File: config.mk
export PLATFORM = sky130hd
export DESIGN_NAME = multiboot2_info_parser_flat
export DESIGN_NICKNAME = d
export VERILOG_FILES = /design/src/design/mb2_pkg.sv /design/src/design/mb2_req_if.sv /design/src/design/mb2_rsp_if.sv /design/src/design/mb2_front.sv /design/src/design/mb2_queue.sv /design/src/design/mb2_back.sv /design/src/design/multiboot2_info_parser.sv /design/src/flat_wrapper.sv
export SDC_FILE = /design/constraint.sdc
export NUM_CORES = 2
export LEC_CHECK = 0
export ABC_AREA = 0
export CAP_MARGIN = 5
export CORE_UTILIZATION = 55
export DETAILED_ROUTE_END_ITERATION = 8
export DONT_BUFFER_PORTS = 1
export MAX_ROUTING_LAYER = met4
export PLACE_DENSITY_LB_ADDON = 0.05
export SETUP_SLACK_MARGIN = 0.5
export SLEW_MARGIN = 5
export SYNTH_ARGS = -nofsm -noshare
export SYNTH_HDL_FRONTEND = slang
export SYNTH_SLANG_ARGS = --single-unit
File: constraint.sdc
create_clock -name clock -period 28.9 [get_ports clock]
set_input_delay 0 -clock clock [delete_from_list [all_inputs] [get_ports clock]]
set_output_delay 0 -clock clock [all_outputs]
set_load 0.02 [all_outputs]
File: src/design/mb2_pkg.sv
`default_nettype none

package mb2_pkg;

   typedef enum logic [1:0] {
      KIND_MAP    = 2'd0,
      KIND_NAME   = 2'd1,
      KIND_FINISH = 2'd2
   } kind_type;

   // tag type codes
   localparam logic [31:0] TAG_END         = 32'd0;
   localparam logic [31:0] TAG_NAME        = 32'd2;
   localparam logic [31:0] TAG_BOOT_MODULE = 32'd3;
   localparam logic [31:0] TAG_MEMORY_MAP  = 32'd6;

   // byte offsets
   localparam logic [31:0] WORD_BYTES      = 32'd4;
   localparam logic [31:0] FIRST_TAG       = 32'd8;
   localparam logic [31:0] REL_TYPE        = 32'd0;
   localparam logic [31:0] REL_SIZE        = 32'd4;
   localparam logic [31:0] REL_BODY        = 32'd8;
   localparam logic [31:0] REL_ENTRIES     = 32'd16;
   localparam logic [31:0] MIN_TAG_BYTES   = 32'd8;
   localparam logic [31:0] MIN_STRIDE      = 32'd24;
   localparam logic [32:0] ENTRY_TAIL      = 33'd8;
   localparam logic [32:0] ALIGN_MASK      = 33'd7;

   // word positions inside one map entry
   localparam logic [31:0] EW_BASE_LO = 32'd0;
   localparam logic [31:0] EW_BASE_HI = 32'd4;
   localparam logic [31:0] EW_LEN_LO  = 32'd8;
   localparam logic [31:0] EW_LEN_HI  = 32'd12;
   localparam logic [31:0] EW_TYPE    = 32'd16;

   // map entry types and the kinds they become
   localparam logic [31:0] MT_AVAILABLE = 32'd1;
   localparam logic [31:0] MT_ACPI_RECL = 32'd3;
   localparam logic [31:0] MT_ACPI_NVS  = 32'd4;
   localparam logic [31:0] MT_BAD_RAM   = 32'd5;
   localparam logic [2:0]  MK_AVAILABLE = 3'd0;
   localparam logic [2:0]  MK_ACPI_RECL = 3'd1;
   localparam logic [2:0]  MK_ACPI_NVS  = 3'd2;
   localparam logic [2:0]  MK_BAD_RAM   = 3'd3;
   localparam logic [2:0]  MK_RESERVED  = 3'd4;

   // power of two, pointers wrap on their own
   localparam int QUEUE_DEPTH = 4;
   localparam int QUEUE_AW    = $clog2(QUEUE_DEPTH);
   localparam int QUEUE_CW    = $clog2(QUEUE_DEPTH + 1);

   // all results caused by one word
   typedef struct packed {
      logic [2:0]      name_cnt;
      logic [3:0][7:0] name_chars;
      logic [5:0]      name_pos;
      logic            map_vld;
      logic [63:0]     region_base;
      logic [63:0]     region_length;
      logic [2:0]      mem_kind;
      logic [4:0]      entry_index;
      logic            fin;
      logic [31:0]     kernel_addr;
      logic [5:0]      entry_count;
   } batch_type;

   function automatic logic [2:0] map_kind(input logic [31:0] mem_type);
      logic [2:0] k;
      k = MK_RESERVED;
      if (mem_type == MT_AVAILABLE) k = MK_AVAILABLE;
      if (mem_type == MT_ACPI_RECL) k = MK_ACPI_RECL;
      if (mem_type == MT_ACPI_NVS)  k = MK_ACPI_NVS;
      if (mem_type == MT_BAD_RAM)   k = MK_BAD_RAM;
      return k;
   endfunction

endpackage

`default_nettype wire

File: src/design/mb2_req_if.sv
`default_nettype none

interface mb2_req_if;
   logic        valid;
   logic        ready;
   logic [31:0] data_word;
   logic        start_of_info;

   modport source (output valid, output data_word, output start_of_info, input ready);
   modport sink (input valid, input data_word, input start_of_info, output ready);
endinterface

`default_nettype wire

File: src/design/mb2_rsp_if.sv
`default_nettype none

interface mb2_rsp_if;
   logic        valid;
   logic        ready;
   logic [1:0]  kind;
   logic [63:0] region_base;
   logic [63:0] region_length;
   logic [2:0]  mem_kind;
   logic [4:0]  entry_index;
   logic [7:0]  name_char;
   logic [5:0]  name_pos;
   logic [31:0] kernel_addr;
   logic [5:0]  entry_count;
   logic        run_last;

   modport source (output valid, output kind, output region_base, output region_length,
                   output mem_kind, output entry_index, output name_char, output name_pos,
                   output kernel_addr, output entry_count, output run_last, input ready);
   modport sink (input valid, input kind, input region_base, input region_length,
                 input mem_kind, input entry_index, input name_char, input name_pos,
                 input kernel_addr, input entry_count, input run_last, output ready);
endinterface

`default_nettype wire

File: src/design/mb2_front.sv
`default_nettype none

module mb2_front #(
   parameter int MAX_MAP_ENTRIES = 32,
   parameter int NAME_MAX_BYTES  = 64
) (
   input  wire logic         clock,
   input  wire logic         reset,
   mb2_req_if.sink           req,
   output logic              push,
   output mb2_pkg::batch_type push_data,
   input  wire logic         full
);
   import mb2_pkg::*;

   localparam logic [5:0] MAP_LIMIT  = 6'(MAX_MAP_ENTRIES);
   localparam logic [5:0] NAME_LIMIT = 6'(NAME_MAX_BYTES - 1);

   logic        accept;
   logic [31:0] w;

   logic        active_ff, active_in;
   logic [31:0] word_offset_ff, word_offset_in;
   logic [31:0] total_ff, total_in;
   logic [31:0] tag_begin_ff, tag_begin_in;
   logic [31:0] tag_code_ff, tag_code_in;
   logic [31:0] tag_bytes_ff, tag_bytes_in;
   logic [31:0] stride_ff, stride_in;
   logic [31:0] entry_word_ff, entry_word_in;
   logic [63:0] base_acc_ff, base_acc_in;
   logic [63:0] length_acc_ff, length_acc_in;
   logic [5:0]  stored_ff, stored_in;
   logic [5:0]  name_len_ff, name_len_in;
   logic        stopped_ff, stopped_in;
   logic [31:0] module_addr_ff, module_addr_in;

   logic [32:0] span;
   logic        in_tag, advance, in_body;
   logic [31:0] rel_raw, rel, entry_word_nx;
   logic [32:0] next_off;
   logic        fin;

   // name scan of the four bytes of this word
   logic            scan_done, scan_stop;
   logic [5:0]      scan_len;
   logic [2:0]      scan_cnt;
   logic [3:0][7:0] scan_chars;

   assign w          = req.data_word;
   assign req.ready  = !full;
   assign accept     = req.valid && req.ready;

   assign span     = ({1'b0, tag_bytes_ff} + ALIGN_MASK) & ~ALIGN_MASK;
   assign in_tag   = word_offset_ff >= tag_begin_ff;
   assign rel_raw  = word_offset_ff - tag_begin_ff;
   assign advance  = in_tag && (rel_raw >= REL_BODY) && ({1'b0, rel_raw} >= span);
   assign rel      = advance ? rel_raw - span[31:0] : rel_raw;
   assign in_body  = in_tag && (rel >= REL_BODY) && (rel < tag_bytes_ff);
   assign next_off = {1'b0, word_offset_ff} + {1'b0, WORD_BYTES};
   assign entry_word_nx = entry_word_ff + WORD_BYTES;

   always_comb begin
      scan_done  = 1'b0;
      scan_stop  = stopped_ff;
      scan_len   = name_len_ff;
      scan_cnt   = '0;
      scan_chars = '0;
      for (int b = 0; b < 4; b++) begin
         if (!scan_done) begin
            if (({1'b0, rel} + 33'(b) >= {1'b0, tag_bytes_ff}) || scan_stop) begin
               scan_done = 1'b1;
            end else if (w[8*b +: 8] == 8'd0 || scan_len >= NAME_LIMIT) begin
               scan_stop = 1'b1;
            end else begin
               scan_chars[scan_cnt[1:0]] = w[8*b +: 8];
               scan_cnt = scan_cnt + 3'd1;
               scan_len = scan_len + 6'd1;
            end
         end
      end
   end

   always_comb begin
      active_in      = active_ff;
      word_offset_in = word_offset_ff;
      total_in       = total_ff;
      tag_begin_in   = tag_begin_ff;
      tag_code_in    = tag_code_ff;
      tag_bytes_in   = tag_bytes_ff;
      stride_in      = stride_ff;
      entry_word_in  = entry_word_ff;
      base_acc_in    = base_acc_ff;
      length_acc_in  = length_acc_ff;
      stored_in      = stored_ff;
      name_len_in    = name_len_ff;
      stopped_in     = stopped_ff;
      module_addr_in = module_addr_ff;
      fin            = 1'b0;
      push_data      = '0;
      if (accept) begin
         if (req.start_of_info) begin
            word_offset_in = WORD_BYTES;
            total_in       = w;
            tag_begin_in   = FIRST_TAG;
            tag_code_in    = '0;
            tag_bytes_in   = '0;
            stride_in      = '0;
            entry_word_in  = '0;
            base_acc_in    = '0;
            length_acc_in  = '0;
            stored_in      = '0;
            name_len_in    = '0;
            stopped_in     = 1'b0;
            module_addr_in = '0;
            fin            = (w <= WORD_BYTES);
            active_in      = !fin;
         end else if (active_ff) begin
            tag_begin_in = advance ? tag_begin_ff + span[31:0] : tag_begin_ff;
            if (in_tag) begin
               if (rel == REL_TYPE) begin
                  tag_code_in   = w;
                  tag_bytes_in  = '0;
                  stride_in     = '0;
                  entry_word_in = '0;
                  name_len_in   = '0;
                  stopped_in    = 1'b0;
                  if (w == TAG_END) fin = 1'b1;
               end else if (rel == REL_SIZE) begin
                  tag_bytes_in = w;
                  if (w < MIN_TAG_BYTES) fin = 1'b1;
               end else if (in_body) begin
                  if (tag_code_ff == TAG_NAME) begin
                     name_len_in          = scan_len;
                     stopped_in           = scan_stop;
                     push_data.name_cnt   = scan_cnt;
                     push_data.name_chars = scan_chars;
                     push_data.name_pos   = name_len_ff;
                  end else if (tag_code_ff == TAG_BOOT_MODULE) begin
                     if (rel == REL_BODY && module_addr_ff == '0) module_addr_in = w;
                  end else if (tag_code_ff == TAG_MEMORY_MAP) begin
                     if (rel == REL_BODY) begin
                        stride_in = w;
                        if (w < MIN_STRIDE || w[1:0] != 2'b00) fin = 1'b1;
                     end else if (rel >= REL_ENTRIES) begin
                        unique case (entry_word_ff)
                           EW_BASE_LO: base_acc_in   = {32'd0, w};
                           EW_BASE_HI: base_acc_in   = {w, base_acc_ff[31:0]};
                           EW_LEN_LO:  length_acc_in = {32'd0, w};
                           EW_LEN_HI:  length_acc_in = {w, length_acc_ff[31:0]};
                           EW_TYPE: begin
                              // entry must fit inside its tag and the table
                              if (stored_ff < MAP_LIMIT &&
                                  {1'b0, rel} + ENTRY_TAIL <= {1'b0, tag_bytes_ff}) begin
                                 push_data.map_vld       = 1'b1;
                                 push_data.region_base   = base_acc_ff;
                                 push_data.region_length = length_acc_ff;
                                 push_data.mem_kind      = map_kind(w);
                                 push_data.entry_index   = stored_ff[4:0];
                                 stored_in               = stored_ff + 6'd1;
                              end
                           end
                           default: ;
                        endcase
                        entry_word_in = (entry_word_nx >= stride_ff) ? '0 : entry_word_nx;
                     end
                  end
               end
            end
            word_offset_in = next_off[31:0];
            if (!fin && next_off >= {1'b0, total_ff}) fin = 1'b1;
            active_in = !fin;
         end
      end
      push_data.fin         = fin;
      push_data.kernel_addr = module_addr_in;
      push_data.entry_count = stored_in;
      push = fin || push_data.map_vld || (push_data.name_cnt != 3'd0);
   end

   always_ff @(posedge clock) begin
      if (reset) begin
         active_ff <= 1'b0;
      end else begin
         active_ff <= active_in;
      end
   end

   always_ff @(posedge clock) begin
      word_offset_ff <= word_offset_in;
      total_ff       <= total_in;
      tag_begin_ff   <= tag_begin_in;
      tag_code_ff    <= tag_code_in;
      tag_bytes_ff   <= tag_bytes_in;
      stride_ff      <= stride_in;
      entry_word_ff  <= entry_word_in;
      base_acc_ff    <= base_acc_in;
      length_acc_ff  <= length_acc_in;
      stored_ff      <= stored_in;
      name_len_ff    <= name_len_in;
      stopped_ff     <= stopped_in;
      module_addr_ff <= module_addr_in;
   end

endmodule

`default_nettype wire

File: src/design/mb2_queue.sv
`default_nettype none

module mb2_queue (
   input  wire logic          clock,
   input  wire logic          reset,
   input  wire logic          push,
   input  mb2_pkg::batch_type push_data,
   output logic               full,
   input  wire logic          pop,
   output mb2_pkg::batch_type head,
   output logic               empty
);
   import mb2_pkg::*;

   batch_type             mem [QUEUE_DEPTH];
   logic [QUEUE_AW-1:0]   wr_ptr_ff, wr_ptr_in;
   logic [QUEUE_AW-1:0]   rd_ptr_ff, rd_ptr_in;
   logic [QUEUE_CW-1:0]   count_ff, count_in;

   assign full  = (count_ff == QUEUE_CW'(QUEUE_DEPTH));
   assign empty = (count_ff == '0);
   assign head  = mem[rd_ptr_ff];

   always_comb begin
      wr_ptr_in = push ? wr_ptr_ff + QUEUE_AW'(1) : wr_ptr_ff;
      rd_ptr_in = pop  ? rd_ptr_ff + QUEUE_AW'(1) : rd_ptr_ff;
      unique case ({push, pop})
         2'b10:   count_in = count_ff + QUEUE_CW'(1);
         2'b01:   count_in = count_ff - QUEUE_CW'(1);
         default: count_in = count_ff;
      endcase
   end

   always_ff @(posedge clock) begin
      if (reset) begin
         wr_ptr_ff <= '0;
         rd_ptr_ff <= '0;
         count_ff  <= '0;
      end else begin
         wr_ptr_ff <= wr_ptr_in;
         rd_ptr_ff <= rd_ptr_in;
         count_ff  <= count_in;
      end
   end

   always_ff @(posedge clock) begin
      if (push) begin
         mem[wr_ptr_ff] <= push_data;
      end
   end

   a_no_overflow: assert property (@(posedge clock) disable iff (reset)
      full |-> !push) else $error("queue written while full");
   a_count_range: assert property (@(posedge clock) disable iff (reset)
      count_ff <= QUEUE_CW'(QUEUE_DEPTH)) else $error("queue count out of range");

endmodule

`default_nettype wire

File: src/design/mb2_back.sv
`default_nettype none

module mb2_back (
   input  wire logic          clock,
   input  wire logic          reset,
   input  mb2_pkg::batch_type head,
   input  wire logic          empty,
   output logic               pop,
   mb2_rsp_if.source          rsp
);
   import mb2_pkg::*;

   typedef struct packed {
      kind_type    kind;
      logic [63:0] region_base;
      logic [63:0] region_length;
      logic [2:0]  mem_kind;
      logic [4:0]  entry_index;
      logic [7:0]  name_char;
      logic [5:0]  name_pos;
      logic [31:0] kernel_addr;
      logic [5:0]  entry_count;
      logic        run_last;
   } result_type;

   logic [2:0]  idx_ff, idx_in;
   logic        valid_ff, valid_in;
   result_type  res_ff, res_in;
   logic [2:0]  n_main, n_total;
   logic        last, load;

   // names or one map entry first, finish last
   assign n_main  = head.name_cnt + {2'b00, head.map_vld};
   assign n_total = n_main + {2'b00, head.fin};
   assign last    = (idx_ff == n_total - 3'd1);
   assign load    = !empty && (!valid_ff || rsp.ready);
   assign pop     = load && last;

   always_comb begin
      res_in = '0;
      res_in.run_last = last;
      if (idx_ff < n_main) begin
         if (head.map_vld) begin
            res_in.kind          = KIND_MAP;
            res_in.region_base   = head.region_base;
            res_in.region_length = head.region_length;
            res_in.mem_kind      = head.mem_kind;
            res_in.entry_index   = head.entry_index;
         end else begin
            res_in.kind      = KIND_NAME;
            res_in.name_char = head.name_chars[idx_ff[1:0]];
            res_in.name_pos  = head.name_pos + 6'(idx_ff);
         end
      end else begin
         res_in.kind        = KIND_FINISH;
         res_in.kernel_addr = head.kernel_addr;
         res_in.entry_count = head.entry_count;
      end
   end

   always_comb begin
      if (load) begin
         valid_in = 1'b1;
         idx_in   = last ? 3'd0 : idx_ff + 3'd1;
      end else begin
         valid_in = valid_ff && !rsp.ready;
         idx_in   = idx_ff;
      end
   end

   always_ff @(posedge clock) begin
      if (reset) begin
         valid_ff <= 1'b0;
         idx_ff   <= '0;
      end else begin
         valid_ff <= valid_in;
         idx_ff   <= idx_in;
      end
   end

   always_ff @(posedge clock) begin
      if (load) begin
         res_ff <= res_in;
      end
   end

   assign rsp.valid         = valid_ff;
   assign rsp.kind          = res_ff.kind;
   assign rsp.region_base   = res_ff.region_base;
   assign rsp.region_length = res_ff.region_length;
   assign rsp.mem_kind      = res_ff.mem_kind;
   assign rsp.entry_index   = res_ff.entry_index;
   assign rsp.name_char     = res_ff.name_char;
   assign rsp.name_pos      = res_ff.name_pos;
   assign rsp.kernel_addr   = res_ff.kernel_addr;
   assign rsp.entry_count   = res_ff.entry_count;
   assign rsp.run_last      = res_ff.run_last;

   a_finish_last: assert property (@(posedge clock) disable iff (reset)
      valid_ff && res_ff.kind == KIND_FINISH |-> res_ff.run_last)
      else $error("finish item not marked last");
   a_idx_bound: assert property (@(posedge clock) disable iff (reset)
      !empty |-> idx_ff < n_total) else $error("result index past batch");

endmodule

`default_nettype wire

File: src/design/multiboot2_info_parser.sv
// Multiboot2 boot information parser. Takes the structure one 32-bit word per item on req_ch,
// the total-size word flagged by start_of_info, and delivers on rsp_ch one item per memory map
// entry, one per bootloader name byte, and a closing finish item carrying the first nonzero
// module address and the stored entry count; run_last marks the final item caused by a word.
// The parse front accepts one word every cycle unless the queue is full, and the result stage
// delivers one item every cycle while rsp_ch is ready; a word can cause up to five items, so
// a long name can fill the four-deep queue between the two and hold off req_ch until the
// result side catches up. Items pass from the queue through a result register to rsp_ch.
`default_nettype none

module multiboot2_info_parser #(
   parameter int MAX_MAP_ENTRIES = 32,
   parameter int NAME_MAX_BYTES  = 64
) (
   input  wire logic clock,
   input  wire logic reset,
   mb2_req_if.sink   req_ch,
   mb2_rsp_if.source rsp_ch
);
   import mb2_pkg::*;

   logic      push, full, pop, empty;
   batch_type push_data, head;

   mb2_front #(
      .MAX_MAP_ENTRIES (MAX_MAP_ENTRIES),
      .NAME_MAX_BYTES  (NAME_MAX_BYTES)
   ) u_front (
      .clock     (clock),
      .reset     (reset),
      .req       (req_ch),
      .push      (push),
      .push_data (push_data),
      .full      (full)
   );

   mb2_queue u_queue (
      .clock     (clock),
      .reset     (reset),
      .push      (push),
      .push_data (push_data),
      .full      (full),
      .pop       (pop),
      .head      (head),
      .empty     (empty)
   );

   mb2_back u_back (
      .clock (clock),
      .reset (reset),
      .head  (head),
      .empty (empty),
      .pop   (pop),
      .rsp   (rsp_ch)
   );

endmodule

`default_nettype wire

File: src/flat_wrapper.sv
// flat-port wrapper written by rule: the top's interface ports become plain ports
module multiboot2_info_parser_flat import mb2_pkg::*;
#(
   parameter int MAX_MAP_ENTRIES = 32,
   parameter int NAME_MAX_BYTES  = 64
)
  (clock, reset, req_ch_valid, req_ch_data_word, req_ch_start_of_info, req_ch_ready, rsp_ch_valid, rsp_ch_kind, rsp_ch_region_base, rsp_ch_region_length, rsp_ch_mem_kind, rsp_ch_entry_index, rsp_ch_name_char, rsp_ch_name_pos, rsp_ch_kernel_addr, rsp_ch_entry_count, rsp_ch_run_last, rsp_ch_ready);
  mb2_req_if req_ch_i ();
  mb2_rsp_if rsp_ch_i ();
  input  wire logic clock;
  input  wire logic reset;
  input wire logic [$bits(req_ch_i.valid)-1:0] req_ch_valid;
  input wire logic [$bits(req_ch_i.data_word)-1:0] req_ch_data_word;
  input wire logic [$bits(req_ch_i.start_of_info)-1:0] req_ch_start_of_info;
  output wire logic [$bits(req_ch_i.ready)-1:0] req_ch_ready;
  output wire logic [$bits(rsp_ch_i.valid)-1:0] rsp_ch_valid;
  output wire logic [$bits(rsp_ch_i.kind)-1:0] rsp_ch_kind;
  output wire logic [$bits(rsp_ch_i.region_base)-1:0] rsp_ch_region_base;
  output wire logic [$bits(rsp_ch_i.region_length)-1:0] rsp_ch_region_length;
  output wire logic [$bits(rsp_ch_i.mem_kind)-1:0] rsp_ch_mem_kind;
  output wire logic [$bits(rsp_ch_i.entry_index)-1:0] rsp_ch_entry_index;
  output wire logic [$bits(rsp_ch_i.name_char)-1:0] rsp_ch_name_char;
  output wire logic [$bits(rsp_ch_i.name_pos)-1:0] rsp_ch_name_pos;
  output wire logic [$bits(rsp_ch_i.kernel_addr)-1:0] rsp_ch_kernel_addr;
  output wire logic [$bits(rsp_ch_i.entry_count)-1:0] rsp_ch_entry_count;
  output wire logic [$bits(rsp_ch_i.run_last)-1:0] rsp_ch_run_last;
  input wire logic [$bits(rsp_ch_i.ready)-1:0] rsp_ch_ready;
  assign req_ch_i.valid = req_ch_valid;
  assign req_ch_i.data_word = req_ch_data_word;
  assign req_ch_i.start_of_info = req_ch_start_of_info;
  assign req_ch_ready = req_ch_i.ready;
  assign rsp_ch_valid = rsp_ch_i.valid;
  assign rsp_ch_kind = rsp_ch_i.kind;
  assign rsp_ch_region_base = rsp_ch_i.region_base;
  assign rsp_ch_region_length = rsp_ch_i.region_length;
  assign rsp_ch_mem_kind = rsp_ch_i.mem_kind;
  assign rsp_ch_entry_index = rsp_ch_i.entry_index;
  assign rsp_ch_name_char = rsp_ch_i.name_char;
  assign rsp_ch_name_pos = rsp_ch_i.name_pos;
  assign rsp_ch_kernel_addr = rsp_ch_i.kernel_addr;
  assign rsp_ch_entry_count = rsp_ch_i.entry_count;
  assign rsp_ch_run_last = rsp_ch_i.run_last;
  assign rsp_ch_i.ready = rsp_ch_ready;
  multiboot2_info_parser #(.MAX_MAP_ENTRIES(MAX_MAP_ENTRIES), .NAME_MAX_BYTES(NAME_MAX_BYTES)) u_core (.clock(clock), .reset(reset), .req_ch(req_ch_i), .rsp_ch(rsp_ch_i));
endmodule
==> key figures <==
Synthesis
  – #FFs+latches synth: 1465
  – Seq/Total Area, Yosys: 64.6%
  – Post-Syn Area: 67300 um^2
  – Synth Flop Type: edfxtp_1
  – Yosys top cell by area: edfxtp_1
  – Synth cell count leaders: edfxtp_1, nor2_1, inv_1
  – Most frequent cell after synthesis: edfxtp_1
  – Top cell type's share of synthesized area: 63.0%
  – YS warnings: 0
  – Post-synth EDFFs: 1413
  – Synth Instances: 4713
  – Mapped Avg Cell Area: 14.3 um^2
  – Post-synthesis net count: 5000
  – Distinct cells, synth: 103
  – Area contributors post-synth: edfxtp_1, mux4_2, ha_1, and2_1, nor2_1
  – Post-synth ARST share: 0%

Pwr
  – Power after layout: 4.97 mW
  – Pwr Density: 66.9 nW/um^2
  – Comb power frac: 13.7%
  – Sequential group share of total power: 49.3%
  – Pint: 3.67 mW
  – Peak VDD IR: 0.0000651 V
  – Sw frac: 26.1%
  – Clock power frac: 36.9%
  – P_leak: 25.1 nW
  – Switching power: 1.30 mW

STA
  – Clock skew: 0.0497 ns
  – RSZ-0062 raised after global routing: no
  – Max frequency: 57.3 MHz
  – Worst-Margin Slew: 1.22 ns
  – Pins Over Slew Limit: 0
  – Count of final hold-check violations: 0
  – Final worst path period need: 17.46 ns
  – Setup TNS: 0 ns
  – Tcrit/Tclk final: 60.4%
  – Max-slew headroom: 18.1%
  – Final Setup Violations: 0

Setup path
  – Critical path's slowest cell: and2_4
  – CP required: 29.31 ns
  – Element type at the critical path end: flip-flop
  – WP data arrival: 17.87 ns
  – Startpoint Class: flip-flop
  – Kind of critical path: reg -> reg
  – CP max FO: 75
  – Worst r2r path cells: 56
  – Cell mode on critical path: ha_1
  – Crit-path max cell delay: 0.83 ns

Routing
  – Post-Route WL: 173 mm
  – ANT nets after route: 0
  – Via count: 39000
  – Number of remaining DRC errors: 0
  – Vias per std cell: 5.98
  – Routed wire per std cell: 26.6 um
  – Initial DRC Count: 3844
  – DRT Pass-1 Iters: 6

Clocking
  – # H-tree levels: 4
  – Max clock buf depth: 3
  – CTS sink cnt: 1465
  – Clock buffers created by TritonCTS: 149
  – CTS tree: yes
  – Root Buffer: clkbuf_16
  – Clk_lat worst skew: 0.79 ns
  – Post-CTS Setup Repair Bufs: 0
  – Clock transition at path regs: 0.06 ns

Global route
  – Total gr overflow: 0
  – Vias in the first global route: 38300
  – Total track usage: 29.1%
  – Largest net degree at the start of global routing: 146
  – Global-route wire length before repair: 253 mm
  – Antenna violations before repair: 31

Die
  – I/O pins: 230
  – Die X: 352 um
  – Die area: 124000 um^2
  – Die Y: 352 um
  – Initial Util: 55.8%
  – Num rows: 127
  – Area of the core: 121000 um^2

Finish
  – Layout cells sized above 1: 11.6%
  – Layout area overhead: 10.4%
  – Nets: 5044
  – Final-layout fill cell count: 8984

Place
  – RD Place Congestion: 0.941
  – Port Buffers: 0
  – Post-DP HPWL: 111 mm

Worst hold path
  – Worst hold path class: in -> reg
  – Hold Crit Depth: 2

Flow run
  – Number of max-cap violations: 0

Run status
  – Status: complete, no violations
-- path summary, 6_finish.rpt --
kind                                                                startpoint                                      endpoint  slack [ns]
worst max-delay path            u_core.u_front.word_offset_ff[3]$_SDFFCE_PP0P_          u_core.u_queue.mem[0][100]$_DFFE_PP_       11.44
worst min-delay path                                      req_ch_data_word[13]  u_core.u_front.tag_code_ff[13]$_SDFFCE_PP0P_        0.01
worst max register to register  u_core.u_front.word_offset_ff[3]$_SDFFCE_PP0P_          u_core.u_queue.mem[0][100]$_DFFE_PP_       11.44
worst min register to register         u_core.u_queue.count_ff[2]$_SDFFE_PP0P_       u_core.u_queue.count_ff[2]$_SDFFE_PP0P_        0.50
-- area by class of cell --
class | count | area [um^2] | share of cell area, %
antenna | 34 | 85.1 | 0.115
clock buffer | 200 | 3970 | 5.35
clock inverter | 72 | 694 | 0.935
inverter | 278 | 1060 | 1.42
multi-input combinational | 2770 | 22100 | 29.8
sequential | 1465 | 43500 | 58.5
tap | 1612 | 2020 | 2.72
timing repair buffer | 93 | 868 | 1.17
-- sequential cells by signal (all words and copies together) (netlist names), 5 cells and up, named ones only --
| signal | count |
|---|---|
| u_core.u_back.rsp.entry_count | 6 |
| u_core.u_back.rsp.entry_index | 5 |
| u_core.u_back.rsp.kernel_addr | 32 |
| u_core.u_back.rsp.name_char | 8 |
| u_core.u_back.rsp.name_pos | 6 |
| u_core.u_back.rsp.region_base | 64 |
| u_core.u_back.rsp.region_length | 64 |
| u_core.u_front.base_acc_ff | 64 |
| u_core.u_front.entry_word_ff | 32 |
| u_core.u_front.length_acc_ff | 64 |
| u_core.u_front.module_addr_ff | 32 |
| u_core.u_front.name_len_ff | 6 |
| u_core.u_front.stored_ff | 6 |
| u_core.u_front.stride_ff | 32 |
| u_core.u_front.tag_begin_ff | 29 |
| u_core.u_front.tag_bytes_ff | 32 |
| u_core.u_front.tag_code_ff | 32 |
| u_core.u_front.total_ff | 32 |
| u_core.u_front.word_offset_ff | 30 |
| u_core.u_queue.mem | 868 |
-- critical path: cells and delay by family, from the launching register on --
family | cells | cell delay [ns]
AOI/OAI and AO/OA | 20 | 4.35
xor gates and xnor gates | 2 | 0.36
adders and majority gates | 6 | 1.93
buffers and inverters | 9 | 3.54
DFF | 1 | 0.47
muxes | 2 | 0.80
and+or+nand+nor | 17 | 5.55
-- layer usage --
metal  global-route usage [%]  vias to the layer above  wire length, um
met1                     38.7                    19600            73500
met2                     45.2                     1292            82100
li1                         -                    17900                -
met5                        -                        -                0
met3                     5.68                      275            12200
met4                     9.82                        0             5610
-- power by group through the flow --
stage,Combinational [mW],Clock [mW],Sequential [mW]
after floorplan,0.487,0,2.49
after global placement,0.648,0,2.49
after detailed placement,0.649,0,2.50
after CTS,0.677,1.86,2.45
after global routing,0.746,1.94,2.46
final,0.681,1.83,2.45
-- through the flow --
step	hold WS (ns)	std cells	cell area, um^2	util (%)	worst slack [ns]
finish	0.0145	6524	74300	61.6	11.44
global route	0.00548	6506	74200	61.6	10.23
CTS	0.00734	6490	74200	61.5	11.38
detailed placement	0.0737	6175	69100	57.3	11.42
global placement	0.0692	6175	69100	57.3	11.66
floorplan	0.0989	4713	67300	-	11.65
-- cell usage in the layout (no fill, tap or decap), types with 17 or more instances in the layout --
cell           count
mux4_2           224
clkbuf_16        150
nor4_1            37
a21oi_1          211
inv_1            273
nor3_1            63
dfxtp_1           50
diode_2           34
or3_1             27
ha_1             246
clkinv_1          32
a31oi_1           25
nand4_1           60
nand2b_1          31
and3_1           185
o211ai_1          17
nor2b_1          110
and2_1           218
clkbuf_1          47
edfxtp_1        1413
clkinv_2          19
o21a_1            26
nand3_1           86
a21o_1            70
xor2_1            66
or2_2             17
buf_4             48
nand2_1          207
nor2_1           353
dlygate4sd3_1     40
a211oi_1          24
o21ai_0           87
xnor2_1          137
-- logic make-up (layout without fill, tap and decap cells) --
kind of cell	count (synthesis)	count (layout)	share of synthesized area (%)
DFF	1465	1465	64.6
and+or+nand+nor	1464	1464	11.5
AOI/OAI and AO/OA	597	597	5.82
buffers and inverters	478	643	2.74
muxes	255	255	8.01
adders and majority gates	250	250	4.69
xor gates and xnor gates	204	204	2.68
other	0	34	0
-- what timing repair did --
action | in CTS | in global routing
hold buffers | 43 | 0
gates resized for setup | 0 | 0
hold endpoints to repair | 780 | 0
Power figures use the tool's default switching activity.
